**src/design/uabm_ram.sv**
```systemverilog
// Generic simple dual-port RAM, one write and one registered read port.
// No dependencies.
module uabm_ram #(
    parameter int WIDTH = 64,
    parameter int DEPTH = 64
) (
    input  logic                     i_clk,
    input  logic                     i_we,
    input  logic [$clog2(DEPTH)-1:0] i_waddr,
    input  logic [WIDTH-1:0]         i_wdata,
    input  logic [$clog2(DEPTH)-1:0] i_raddr,
    output logic [WIDTH-1:0]         o_rdata
);

    logic [WIDTH-1:0] r_mem [DEPTH];
    logic [WIDTH-1:0] r_rdata;

    always_ff @(posedge i_clk) begin
        if (i_we) begin
            r_mem[i_waddr] <= i_wdata;
        end
        r_rdata <= r_mem[i_raddr];
    end

    assign o_rdata = r_rdata;

endmodule

```
**config.mk**
```make
export PLATFORM = sky130hd
export DESIGN_NAME = uabm_ram
export DESIGN_NICKNAME = d
export VERILOG_FILES = /design/src/design/uabm_ram.sv
export SDC_FILE = /design/constraint.sdc
export NUM_CORES = 2
export LEC_CHECK = 0
export BUFFER_PORTS_ARGS = -buffer_cell sky130_fd_sc_hd__buf_4
export CAP_MARGIN = 20
export CORE_MARGIN = 1.5
export CORE_UTILIZATION = 55
export DETAILED_ROUTE_END_ITERATION = 8
export HOLD_SLACK_MARGIN = 0.03
export PLACE_DENSITY = 0.7
export SYNTH_ARGS = -nofsm -noshare
export SYNTH_HDL_FRONTEND = slang
export SYNTH_SLANG_ARGS = --single-unit
```
**constraint.sdc**
```tcl
create_clock -name i_clk -period 8.8 [get_ports i_clk]
set_input_delay 2.64 -clock i_clk [delete_from_list [all_inputs] [get_ports i_clk]]
set_output_delay 2.64 -clock i_clk [all_outputs]
set_load 0.02 [all_outputs]
```
==> reports/qor.csv <==
metric,value,unit
status,"complete, no violations",
worst_pin_slew,1.22,ns
min_period,5.15,ns
min_period_over_period,0.585,
cts.sinks,4160,
initial_utilization,0.553,
critPathKind,in2reg,
leakagePower,54.9,nW
setup_viol,0,
dp_slack,2.90,ns
maxSlewHeadroom,0.186,
ctsResizeCount,0,
drive_gt1_frac,0.281,
ios,142,
fin_area,176000,um^2
max_cap_viol_count,0,
drtAntennaViolNets,0,
rsz0062_at_grt,false,
slowest_delay,0.77,ns
cts-root-buf,clkbuf_16,
cts_buffer_depth,4,
finClkSkew,0.0786,ns
drc,0,
area.growth.synth_to_final,12.7,%
die_height,536,um
grt_pass1_wl,591000,um
synthTopCellsByCount,"edfxtp_1, mux4_2, buf_2, a22oi_1, clkbuf_1",
grt.total_usage,0.298,
cp-end-kind,register,
final_core_util,0.624,
post_synth_num_cell_types,33,
synthArstFlopShare,0,
crit_top_cell,buf_4,
dpl-instance-area,163000,um^2
crit_slowest_cell,nor2_4,
placedCellCount,10300,
drt-initial-drc-count,11800,
vias_per_cell,6.98,
dieArea,287000,um^2
nNetsFinal,7044,
hp-class,reg2reg,
cp.required,9.61,ns
powerDensity,234,nW/um^2
hold_violations,0,
cp_max_fo,42,
syn_avg_cell_area,23.7,um^2
grt_max_degree,124,
setup_ws,3.65,ns
dp_hpwl,218000,um
crit_chain,buf_8 -> nor2_4 -> buf_4 -> buf_4 -> a22oi_1 -> and3_1 -> a211oi_1,
place_congestion,0.800,
cts_made_buffers,405,
post_cts_buffers,0,
grt_antenna_before_repair,33,
die_w,536,um
overflow,0,
grt_pass1_vias,76300,
core_area,283000,um^2
final_cells,11100,
cts_tree,built,
ys_ff_latch,4160,
drtPass1Iterations,6,
rows,195,
synth_edf_count,4096,
cp.arrival,5.96,ns
synth_top_area_frac,0.787,
syn_area,156000,um^2
total_power,41.3,mW
ys.flop_type,edfxtp_1,
wl_per_cell,38.5,um
io_buffers,141,
peakVddDrop,0.000227,V
ctsHoldBuffers,0,
start_kind,primary input,
synth_area_leaders,"edfxtp_1, mux4_2, mux2i_1",
synth_largest_area_cell,edfxtp_1,
clk_pin_slew,0.06,ns
hold-worst-slack,0.846,ns
num_vias,77200,
clkLatencyLatePin,0.96,ns
netlist_instances,6598,
synth_nets,6676,
ys_warn_count,0,
fin_tns_setup,0,ns
wl,427000,um
max_freq,194,MHz
final_max_slew_viol_count,0,
ys_seq_area_frac,0.795,
rrSetupSlack,6.37,ns
htreeDepth,5,
synth.most_common_cell,edfxtp_1,
critical path, delay by kind of cell:
kind / cells / cell delay, ns
buf+inv: 3 / 1.55
compound gates: 2 / 0.53
simple gates: 2 / 1.05
placed cells by master, fill, tap and decap left out, types with 39 or more instances in the layout:
cell and count:
nor2_4 65, clkinv_2 74, mux4_2 1024, a22o_1 88, edfxtp_1 4096, o22ai_1 83, mux2i_1 135, buf_12 44
a22oi_1 168, nand2_1 56, dfxtp_1 64, clkbuf_1 88, nor2_1 47, nand3_1 45, buf_4 281, bufinv_16 39
and3_1 64, clkinv_1 70, a211oi_1 63, clkbuf_16 411
registers in the layout, indices dropped and copies added (netlist names):
signal   cells
r_mem     4096
o_rdata     64
logic make-up after synthesis:
family	Yosys count	share of synthesized area
compound gates	504	0.0248
flops	4160	0.795
simple gates	386	0.0124
mux	1159	0.156
buf+inv	389	0.0118
cell type report:
class	instances	area (um^2)
sequential	4160	124000
multi-input combinational	2049	30800
clock buffer	519	10900
timing repair buffer	331	3120
clock inverter	228	2370
antenna	23	57.6
inverter	19	71.3
fill	18500	106000
tap	3743	4680
final timing paths:
path / startpoint / to / depth (start not counted)
setup / recovery: i_raddr[2] / o_rdata[55]$_DFF_P_ / 7
hold / removal: r_mem[52][34]$_DFFE_PP_ / o_rdata[34]$_DFF_P_ / 4
setup reg to reg: r_mem[11][32]$_DFFE_PP_ / o_rdata[32]$_DFF_P_ / 5
hold reg to reg: r_mem[52][34]$_DFFE_PP_ / o_rdata[34]$_DFF_P_ / 4
report_power, final:
group / switching (mW) / internal, mW / leakage, nW
sequential: 0.109 / 21.9 / 37.4
combinational: 1.20 / 0.708 / 11.1
clock: 7.42 / 9.93 / 6.47
metal layers:
layer	wire length [um]	vias to the layer above	global-route usage
li1	-	29200	-
met1	154000	41300	0.415
met2	204000	5735	0.466
met3	51700	918	0.0673
met4	17400	8	0.113
met5	60	-	0
(Power assumes the default switching activity.)
