<file path="src/design/uabm_pkg.sv">
// Package for the undirected adjacency bit matrix.
// Holds sizes, action codes and the transaction structs; no dependencies.
package uabm_pkg;

    localparam int MAX_VERTICES = 64;
    localparam int VTX_W        = 6;
    localparam int ROW_W        = 64;
    localparam int CNT_W        = 7;
    localparam int ACT_W        = 3;
    localparam int CHUNK_W      = 8;
    localparam int NUM_CHUNKS   = ROW_W / CHUNK_W;
    localparam int CHUNK_IDX_W  = $clog2(NUM_CHUNKS);
    localparam int BIT_IDX_W    = $clog2(CHUNK_W);

    localparam logic [ACT_W-1:0] ACT_ADD    = 3'd0;
    localparam logic [ACT_W-1:0] ACT_CLEAR  = 3'd1;
    localparam logic [ACT_W-1:0] ACT_HAS    = 3'd2;
    localparam logic [ACT_W-1:0] ACT_DEGREE = 3'd3;
    localparam logic [ACT_W-1:0] ACT_LIST   = 3'd4;

    localparam logic [CNT_W-1:0] VERTEX_COUNT_RST = 7'd64;
    localparam logic [CNT_W-1:0] MAX_VERTICES_C   = CNT_W'(MAX_VERTICES);

    typedef struct packed {
        logic [ACT_W-1:0] action;
        logic [VTX_W-1:0] vertex_a;
        logic [VTX_W-1:0] vertex_b;
    } t_item;

    typedef struct packed {
        logic             edge_present;
        logic [CNT_W-1:0] degree_count;
        logic [VTX_W-1:0] neighbor;
        logic             list_empty;
        logic             last;
        logic             range_error;
    } t_result;

    typedef struct packed {
        logic             load;
        logic             is_list;
        logic [ROW_W-1:0] row;
        logic             self_loop;
    } t_scan_cmd;

    typedef struct packed {
        logic             strobe;
        logic             last;
        logic [VTX_W-1:0] neighbor;
        logic [CNT_W-1:0] degree;
    } t_scan_rsp;

endpackage

</file>
<file path="src/design/uabm_scan.sv">
// Row scanner: byte-wise degree count and ascending neighbor listing; a new load restarts it.
// Depends on uabm_pkg.
module uabm_scan
    import uabm_pkg::*;
(
    input  logic      i_clk,
    input  logic      i_rst_n,
    input  t_scan_cmd i_cmd,
    output t_scan_rsp o_rsp
);

    logic                   r_active, n_active;
    logic                   r_list, n_list;
    logic [ROW_W-1:0]       r_row, n_row;
    logic [CHUNK_IDX_W-1:0] r_chunk, n_chunk;
    logic [CNT_W-1:0]       r_deg, n_deg;

    logic [CHUNK_W-1:0]     chunk;
    logic [BIT_IDX_W-1:0]   low_bit;
    logic [BIT_IDX_W:0]     pop;
    logic [ROW_W-1:0]       row_cleared;
    t_scan_rsp              rsp;

    always_comb begin
        chunk   = r_row[r_chunk*CHUNK_W +: CHUNK_W];
        low_bit = '0;
        pop     = '0;
        for (int i = CHUNK_W - 1; i >= 0; i--) begin
            if (chunk[i]) begin
                low_bit = BIT_IDX_W'(i);
            end
        end
        for (int i = 0; i < CHUNK_W; i++) begin
            pop = pop + (BIT_IDX_W+1)'(chunk[i]);
        end
        row_cleared = r_row;
        row_cleared[r_chunk*CHUNK_W +: CHUNK_W] = chunk & (chunk - CHUNK_W'(1));
    end

    always_comb begin
        n_active = r_active;
        n_list   = r_list;
        n_row    = r_row;
        n_chunk  = r_chunk;
        n_deg    = r_deg;
        rsp      = '0;
        if (i_cmd.load) begin
            n_active = 1'b1;
            n_list   = i_cmd.is_list;
            n_row    = i_cmd.row;
            n_chunk  = '0;
            n_deg    = CNT_W'(i_cmd.self_loop);
        end else if (r_active) begin
            if (r_list) begin
                if (chunk == '0) begin
                    n_chunk = r_chunk + CHUNK_IDX_W'(1);
                end else begin
                    n_row        = row_cleared;
                    rsp.strobe   = 1'b1;
                    rsp.neighbor = {r_chunk, low_bit};
                    rsp.last     = (row_cleared == '0);
                    n_active     = ~rsp.last;
                end
            end else begin
                n_deg   = r_deg + CNT_W'(pop);
                n_chunk = r_chunk + CHUNK_IDX_W'(1);
                if (r_chunk == CHUNK_IDX_W'(NUM_CHUNKS - 1)) begin
                    rsp.strobe = 1'b1;
                    rsp.last   = 1'b1;
                    rsp.degree = n_deg;
                    n_active   = 1'b0;
                end
            end
        end
    end

    always_ff @(posedge i_clk) begin
        if (!i_rst_n) begin
            r_active <= 1'b0;
        end else begin
            r_active <= n_active;
        end
        r_list  <= n_list;
        r_row   <= n_row;
        r_chunk <= n_chunk;
        r_deg   <= n_deg;
    end

    assign o_rsp = rsp;

endmodule

</file>
<file path="config.mk">
export PLATFORM = sky130hd
export DESIGN_NAME = uabm_scan
export DESIGN_NICKNAME = d
export VERILOG_FILES = /design/src/design/uabm_pkg.sv /design/src/design/uabm_scan.sv
export SDC_FILE = /design/constraint.sdc
export NUM_CORES = 1
export LEC_CHECK = 0
export BUFFER_PORTS_ARGS = -buffer_cell sky130_fd_sc_hd__buf_2
export CORE_MARGIN = 2
export CORE_UTILIZATION = 40
export DETAILED_ROUTE_END_ITERATION = 16
export PLACE_DENSITY = 0.69
export SLEW_MARGIN = 20
export SYNTH_ARGS = -nofsm -noshare
export SYNTH_HDL_FRONTEND = slang
export SYNTH_SLANG_ARGS = --single-unit
</file>
<file path="constraint.sdc">
create_clock -name i_clk -period 9.6 [get_ports i_clk]
set_clock_uncertainty 0.2 [all_clocks]
set_input_delay 0.48 -clock i_clk [delete_from_list [all_inputs] [get_ports i_clk]]
set_output_delay 0.48 -clock i_clk [all_outputs]
set_load 0.1 [all_outputs]
</file>
==> results of run 1 <==
## placed cells by master (no fill, tap or decap), drive strengths merged, types with 4 or more instances in the layout
| cell type | n |
|---|---|
| a21oi | 37 |
| a31oi | 4 |
| buf | 89 |
| clkbuf | 10 |
| clkinvlp | 4 |
| dfxtp | 10 |
| edfxtp | 66 |
| fa | 5 |
| ha | 10 |
| inv | 17 |
| mux2 | 12 |
| mux2i | 32 |
| mux4 | 13 |
| nand2 | 89 |
| nand2b | 10 |
| nand3 | 4 |
| nand4 | 5 |
| nor2 | 56 |
| nor2b | 5 |
| nor3 | 22 |
| nor4 | 13 |
| o211ai | 4 |
| o21ai | 79 |
| o32ai | 4 |
| or2 | 4 |
| or4 | 6 |
| xnor2 | 5 |
| xor2 | 4 |
## area by class of cell
cell class / count / area, µm²
Tap cell: 176 / 220
Multi-Input combinational cell: 455 / 3020
Timing Repair Buffer: 89 / 463
Clock buffer: 10 / 229
Inverter: 17 / 63.8
Clock inverter: 6 / 65.1
Sequential cell: 76 / 2180
Fill cell: 1275 / 7060
## through the flow
stage / power, mW / utilization / setup slack [ns] / cells / instance area [µm²]
after global placement: 0.825 / 0.447 / 3.51 / 813 / 5940
after CTS: 1.18 / 0.469 / 3.07 / 829 / 6240
final: 1.17 / 0.469 / 3.06 / 829 / 6240
after floorplan: 0.719 / - / 3.14 / 590 / 5450
after detailed placement: 0.835 / 0.447 / 3.46 / 813 / 5940
after global routing: 1.24 / 0.469 / 2.81 / 829 / 6240
## cells by family (layout without fill, tap and decap cells)
family                     count (synthesis)  in the layout  synth area share
DFF                                       76             76             0.401
muxes                                     57             57             0.143
AOI/OAI and AO/OA                        152            152             0.161
xor gates and xnor gates                   9              9            0.0145
buffers and inverters                     59            122            0.0462
and+or+nand+nor                          222            222             0.193
adders and majority gates                 15             15            0.0413
## registers in the layout, summed over array words and instances, names as in the netlist
register and count:
r_row 64, r_deg 7, r_active 1, r_list 1, r_chunk 3
## worst paths after layout
check                                start        to  cells past startpoint
worst min register to register    r_deg[1]  r_deg[1]                      2
worst max register to register  r_chunk[2]  r_deg[6]                     16
worst min-delay path             i_cmd[65]    r_list                      1
worst max-delay path            r_chunk[2]  o_rsp[6]                     16
## per-layer routing
| layer | part of all wire | track usage | up-vias |
|---|---|---|---|
| li1 | - | - | 2289 |
| met1 | 0.45 | 0.358 | 2304 |
| met2 | 0.44 | 0.365 | 250 |
| met3 | 0.075 | 0.0396 | 38 |
| met4 | 0.028 | 0.0945 | 0 |
| met5 | 0 | 0 | - |
## critical path, cell delays in order, from the launching register on
cell,delay (ns)
dfxtp_1,1.03
mux4_2,0.45
mux2i_4,0.36
fa_1,0.52
fa_1,0.55
inv_1,0.06
fa_1,0.52
inv_1,0.05
fa_1,0.46
fa_1,0.41
nor2b_1,0.11
o21ai_0,0.08
nand2b_1,0.13
nand3_1,0.11
xor2_1,0.16
nor2_1,0.08
buf_2,0.43
## power groups by stage
stage                     clock, mW  combinational (mW)  sequential, mW
final                         0.340               0.384           0.448
after global routing          0.357               0.431           0.452
after CTS                     0.347               0.385           0.446
after detailed placement          0               0.383           0.452
after global placement            0               0.373           0.452
after floorplan                   0               0.287           0.432
==> results.json, run 1 <==
{
  "areaGrowthSynthToFinish_pct": 14.5,
  "p_seq_frac": 0.382,
  "yosysSeqAreaShare": 0.401,
  "core_mm2": 0.0133,
  "drt_wl_total_um": 17400,
  "cts_setup_buffers": 0,
  "grt_start_max_net_pins": 118,
  "yosys_warnings": 0,
  "comb_power_share": 0.328,
  "cts-buffers-inserted": 9,
  "hold_ws_ns": 0.113,
  "syn_area_per_cell_um2": 9.23,
  "vias": 4881,
  "syn_nets": 674,
  "fmax_mhz": 153,
  "path_class": "reg2out",
  "end_kind": "primary output",
  "portBuffers": 83,
  "arrival_ns": 5.86,
  "synth_top_area_frac": 0.364,
  "ff2ff_setup_slack_ns": 4.03,
  "ant_nets": 0,
  "clkSinkCount": 76,
  "clkTransAtPathRegs_ns": 0.06,
  "cts.repair.resized": 0,
  "ys_types": 58,
  "num_io_pins": 84,
  "synthFlopType": "edfxtp_1",
  "worstSkewPairLatency_ns": 0.36,
  "powerDensity_mw_per_mm2": 188,
  "clock-root-buffer": "clkbuf_16",
  "num_antenna_cells": 0,
  "synth-edff-count": 66,
  "die_w_um": 121,
  "sw_frac_of_total": 0.351,
  "worst-endpoint-required_ns": 8.92,
  "start_util": 0.410,
  "htree_levels": 3,
  "synth-seq-cells": 76,
  "rows": 42,
  "p_leak_nw": 2.44,
  "period_minus_slack_ns": 6.54,
  "antenna_found_initial": 0,
  "grt_pass1_vias": 4606,
  "synth_most_common_cell": "nand2_1",
  "relSlewSlack": 0.282,
  "setup_viol": 0,
  "worst_slew_pin_slew_ns": 1.08,
  "drt-initial-drc-count": 492,
  "ir_drop_mv": 0.0970,
  "syn_inst": 590,
  "clkPwrFrac": 0.290,
  "grt_use_total": 0.246,
  "synthTopCellsByArea": "edfxtp_1 (36%), o21ai_0 (7.1%), nand2_1 (6.1%), mux4_2 (5.4%), mux2i_1 (5.1%)",
  "period_share": 0.681,
  "status": "completed",
  "rsz0062_at_grt": "false",
  "die_y_um": 121,
  "gr-total-overflow": 0,
  "synthArstFlopShare": 0,
  "layout-drive-gt1-share": 0.224,
  "grt_pass1_wl_um": 26700,
  "final_nets": 732,
  "drc": 0,
  "synth_common_cells": "nand2_1 (89), o21ai_0 (77), edfxtp_1 (66), nor2_1 (56), a21oi_1 (37)",
  "slew_viol_final": 0,
  "tns_ns": 0,
  "clockBufferDepth": 2,
  "start_kind": "flip-flop",
  "critPathMaxFanout": 26,
  "wl_per_cell_um": 21.0,
  "synth_area_leader_cell": "edfxtp_1",
  "tritoncts": "done",
  "intPower_mw": 0.760,
  "p_sw_mw": 0.412,
  "syn_area_mm2": 0.00545,
  "postCtsHoldBufs": 0,
  "min_path_type": "in2reg",
  "dp_hpwl_um": 12700,
  "finalHoldViolCount": 0,
  "gp_congestion": 0.936,
  "die_area_mm2": 0.0146,
  "cap_violations": 0,
  "viasPerCell": 5.89,
  "dr.pass1.iters": 5
}
(Power assumes the default switching activity.)
==> run 2, diff against run 1 <==
Clock period 9.6 ns to 6.1 ns, I/O delays scaled along.
==> run 2 against run 1 <==
Compared with the run above: critical path depth unchanged; utilization grew 1.8 points; setup slack worse by 2.7 ns; register-to-register slack got worse by 3.0 ns; via count is 0.18% higher; clock power rose by 75%; wire length rose by 5.2%; non-clock buffer count rose by 14; total power is 66% higher; critical endpoint unchanged.
==> results.json, run 2 (synthesis gave the netlist of run 1 again) <==
{
  "die_w_um": 121,
  "largest_register_ffs": 64,
  "htree_levels": 3,
  "grt_pass1_wl_um": 27800,
  "drc": 0,
  "period_minus_slack_ns": 5.73,
  "clock-root-buffer": "clkbuf_16",
  "vias": 4890,
  "die_area_mm2": 0.0146,
  "dp_slack_ns": 0.525,
  "path_class": "reg2out",
  "tns_ns": 0,
  "grt_start_max_net_pins": 121,
  "cap_violations": 0,
  "largestRegisters": "r_row (64), r_deg (7), r_chunk (3)",
  "largest_register": "r_row",
  "relSlewSlack": 0.335,
  "portBuffers": 83,
  "slew_viol_final": 0,
  "layout-drive-gt1-share": 0.243,
  "period_share": 0.939,
  "num_antenna_cells": 0,
  "clkSinkCount": 76,
  "worstSkewPairLatency_ns": 0.36,
  "powerDensity_mw_per_mm2": 300,
  "fmax_mhz": 175,
  "cts_setup_buffers": 0,
  "core_mm2": 0.0133,
  "p_leak_nw": 2.55,
  "critPathMaxFanout": 13,
  "worst-endpoint-required_ns": 5.59,
  "start_util": 0.410,
  "ir_drop_mv": 0.219,
  "dr.pass1.iters": 5,
  "start_kind": "flip-flop",
  "viasPerCell": 5.80,
  "crit_chain": "mux4_2, mux2i_2, fa_1, fa_1, inv_1, fa_1, inv_1, fa_1, fa_1, nor2b_1, o21ai_0, nand2b_1, nand3_1, xor2_1, nor2_2, buf_12",
  "antenna_found_initial": 0,
  "gp_congestion": 0.953,
  "areaGrowthSynthToFinish_pct": 18.9,
  "end_kind": "primary output",
  "final_cell_mix": "nand2_1 (89), o21ai_0 (77), buf_2 (76)",
  "rows": 42,
  "setup_viol": 0,
  "status": "completed",
  "cp_slowest_cell": "mux4_2",
  "drt-initial-drc-count": 580,
  "dp_hpwl_um": 13400,
  "timing.critical_path.buf_inv": 3,
  "crit_top_cell": "fa_1",
  "cp_top_family": "adder cells",
  "gr-total-overflow": 0,
  "arrival_ns": 5.22,
  "ant_nets": 0,
  "wl_per_cell_um": 21.7,
  "clockBufferDepth": 2,
  "finalHoldViolCount": 0,
  "fillers": 1255,
  "min_path_type": "in2reg",
  "max_stage_delay_ns": 0.58,
  "num_io_pins": 84,
  "fin_util": 0.487,
  "setup_ws_ns": 0.372,
  "mostFrequentLayoutCell": "nand2_1",
  "drt_wl_total_um": 18300,
  "die_y_um": 121,
  "worst_slew_pin_slew_ns": 0.998,
  "clkTransAtPathRegs_ns": 0.07,
  "rsz0062_at_grt": "false",
  "cts-buffers-inserted": 9,
  "grt_use_total": 0.259,
  "tritoncts": "done",
  "grt_pass1_vias": 4650,
  "final_nets": 746
}
[run 2: changes by cell type in the layout (fill, tap and decap cells not counted), sizes merged]
cell,delta
dlygate4sd3,+2
inv,+1
clkinv,+2
clkinvlp,-3
bufinv,+1
buf,+12
clkbuf,-1
[run 2: what timing repair did]
item / CTS / global route
endpoints found under the setup margin: 0 / 2
gates resized for setup: 0 / 1
hold buffers: 2 / 0
endpoints found under the hold margin: 2 / 0
[run 2: report_power, final]
part,total (mW),internal [mW],switching [mW]
clock,0.596,0.360,0.236
combinational,0.639,0.252,0.386
sequential,0.710,0.643,0.0674
total,1.94,1.26,0.689
[run 2: metrics by stage]
step / instances / power [mW] / area, µm² / hold WS, ns
3_5_place_dp: 825 / 1.34 / 6130 / 0.284
3_3_place_gp: 825 / 1.33 / 6130 / 0.279
2_1_floorplan: 590 / 1.13 / 5450 / 0.204
5_1_grt: 843 / 2.05 / 6470 / 0.0226
6_report: 843 / 1.94 / 6470 / 0.0269
4_1_cts: 843 / 1.94 / 6470 / 0.0163
[run 2: path summary, 6_finish.rpt]
kind / startpoint / end / slack (ns) / depth (start not counted)
hold reg to reg: r_deg[1] / r_deg[1] / 0.29 / 2
setup / recovery: r_chunk[0] / o_rsp[6] / 0.37 / 16
hold / removal: i_cmd[39] / r_row[38] / 0.03 / 3
setup reg to reg: r_chunk[0] / r_deg[6] / 1.00 / 16
[run 2: worst register-to-register path, delay by kind of cell, from the launching register on]
family	cells	cell delay, ns
mux	2	0.80
simple gates	5	0.66
buf+inv	2	0.10
xor+xnor	1	0.15
compound gates	1	0.08
flops	1	0.54
fa+ha+maj	5	2.45
[run 2: area by class of cell]
cell class              count  area [µm²]  area share
repair buffers            103         663       0.102
inverters                  17        63.8     0.00986
multi-input cells         455        3020       0.466
flip-flops and latches     76        2180       0.337
well taps                 176         220      0.0340
clock buffers               9         225      0.0348
clock inverters             7        98.8      0.0153
[run 2: layer usage]
metal	routed length (µm)	GRT usage	vias to the layer above
li1	-	-	2306
met1	8080	0.367	2293
met2	8150	0.383	267
met3	1670	0.0684	24
met4	364	0.0843	0
met5	0	0	-
==> run 3, diff against run 2 <==
Settings changed: ABC_AREA set to 1, CTS_BUF_LIST set to sky130_fd_sc_hd__clkbuf_16, PLACE_DENSITY 0.69 to 0.68.
==> run 3 against run 2 <==
Compared with the run above: sequential share of layout area shrank 0.65 points; critical path depth grew 2; register-to-register slack improved by 0.25 ns; wire length is 0.83% higher; hold slack got worse by 0.0045 ns; final cell count increased by 32%; synthesized cell count grew 44%; total power shrank 5.5%; highest routed layer unchanged; die area up 5.3%.
==> results.json, run 3 <==
{
  "fin_util": 0.474,
  "arrival_ns": 5.21,
  "finalHoldViolCount": 0,
  "drt_wl_total_um": 18400,
  "syn_inst": 850,
  "rsz0062_at_grt": "false",
  "grt_pass1_wl_um": 28600,
  "period_minus_slack_ns": 5.72,
  "largestRegisters": "r_row (64), r_deg (7), r_chunk (3)",
  "clock-root-buffer": "clkbuf_16",
  "dr.pass1.iters": 7,
  "ys_types": 34,
  "syn_area_per_cell_um2": 6.76,
  "vias": 5836,
  "cap_violations": 0,
  "worst_r2r_path_depth": 17,
  "synth_area_leader_cell": "edfxtp_1",
  "syn_area_mm2": 0.00574,
  "drt-initial-drc-count": 702,
  "status": "completed",
  "drc": 0,
  "cts-buffers-inserted": 9,
  "clockBufferDepth": 2,
  "final_nets": 1010,
  "areaGrowthSynthToFinish_pct": 14.9,
  "gr-total-overflow": 0,
  "powerDensity_mw_per_mm2": 278,
  "post-route-cell-area_mm2": 0.00660,
  "synthFlopType": "edfxtp_1",
  "worst-endpoint-required_ns": 5.59,
  "wl_per_cell_um": 16.6,
  "worst_slew_pin_slew_ns": 0.846,
  "synthTopCellsByArea": "edfxtp_1 (35%), nand2_1 (21%), nor2_1 (6.2%), inv_1 (6.1%), nand3_1 (5.9%)",
  "clkSinkCount": 76,
  "synth-edff-count": 66,
  "synth_top_area_frac": 0.345,
  "ant_nets": 0,
  "dp_slack_ns": 0.717,
  "gp_congestion": 0.969,
  "grt_start_max_net_pins": 73,
  "die_area_mm2": 0.0153,
  "min_path_type": "in2reg",
  "rows": 43,
  "tns_ns": 0,
  "fillers": 1489,
  "p_leak_nw": 3.18,
  "htree_levels": 3,
  "fmax_mhz": 175,
  "hold_start": "i_cmd[11]",
  "ir_drop_mv": 0.164,
  "die_w_um": 124,
  "antenna_found_initial": 0,
  "die_y_um": 124,
  "slew_viol_final": 0,
  "relSlewSlack": 0.434,
  "start_kind": "flip-flop",
  "yosysSeqAreaShare": 0.380,
  "rr_startpoint": "r_chunk[0]",
  "core_mm2": 0.0139,
  "final_cell_mix": "nand2_1 (317), inv_1 (100), nor2_1 (95)",
  "setup_ws_ns": 0.381,
  "largest_register_ffs": 64,
  "crit_path_start": "r_chunk[0]",
  "start_util": 0.412,
  "setup_viol": 0,
  "critPathMaxFanout": 25,
  "grt_use_total": 0.251,
  "path_class": "reg2out",
  "layout-drive-gt1-share": 0.146,
  "yosys_warnings": 0,
  "mostFrequentLayoutCell": "nand2_1",
  "largest_register": "r_row",
  "synthArstFlopShare": 0,
  "synth-seq-cells": 76,
  "dp.cells": 1093,
  "synth_most_common_cell": "nand2_1",
  "tritoncts": "done",
  "synth_common_cells": "nand2_1 (317), nor2_1 (95), inv_1 (94), nand3_1 (68), edfxtp_1 (66)",
  "num_antenna_cells": 0,
  "dp_hpwl_um": 13300,
  "clkTransAtPathRegs_ns": 0.06,
  "viasPerCell": 5.25,
  "worstSkewPairLatency_ns": 0.36,
  "end_kind": "primary output",
  "fin_cells": 1111,
  "num_io_pins": 84,
  "hold_depth": 3,
  "portBuffers": 83,
  "place_area_mm2": 0.00632,
  "period_share": 0.938,
  "syn_nets": 934,
  "grt_pass1_vias": 5468
}
## run 3: cell type report
type | count | area, µm² | share of cell area
inverters | 101 | 384 | 0.0582
clock buffers | 9 | 225 | 0.0341
repair buffers | 99 | 571 | 0.0864
well taps | 180 | 225 | 0.0341
flip-flops and latches | 76 | 2180 | 0.331
multi-input cells | 639 | 2990 | 0.452
clock inverters | 7 | 26.3 | 0.00398
## run 3: worst max-delay path, stage by stage, from the launching register on
cell     delay, ns
dfxtp_2       0.56
inv_6         0.17
nand2_1       0.10
nand3_1       0.09
nand3_1       0.11
nand2_2       0.10
fa_1          0.51
fa_1          0.55
inv_1         0.06
fa_1          0.54
inv_1         0.06
fa_1          0.46
fa_1          0.42
o31ai_2       0.36
nand2_1       0.08
o21ai_0       0.15
nand4_1       0.12
nor2_1        0.20
buf_12        0.20
## run 3: stage by stage
stage	hold slack [ns]	total power, mW
finish	0.0224	1.84
global route	0.0382	1.97
CTS	0.0141	1.84
detailed placement	0.268	1.35
global placement	0.264	1.35
floorplan	0.204	1.17
## run 3: kinds of logic after synthesis
family,synth area share
xor gates and xnor gates,0.00153
and+or+nand+nor,0.386
AOI/OAI and AO/OA,0.0906
DFF,0.380
buffers and inverters,0.103
adders and majority gates,0.0392
## run 3: power by group
part	leakage, nW	switching [mW]	internal (mW)	total [mW]
Combinational	2.29	0.454	0.231	0.685
Clock	0.144	0.218	0.265	0.483
Sequential	0.743	0.0295	0.641	0.670
## run 3: timing repair
action | 4_1_cts | 5_1_grt
resized for setup | 0 | 1
setup endpoints to repair | 0 | 1
buffers inserted | 0 | 0
hold endpoints to repair | 2 | 0
hold buffers | 2 | 0
## run 3: layer usage
layer  GRT usage  part of all wire
met5           0                 0
met4       0.106             0.025
met3      0.0568             0.080
met2       0.388              0.46
met1       0.339              0.44
## run 3: worst paths after layout
path / to / slack [ns]
max: o_rsp[6] / 0.38
min reg2reg: r_deg[2] / 0.27
min: r_row[10] / 0.02
max reg2reg: r_deg[6] / 1.25
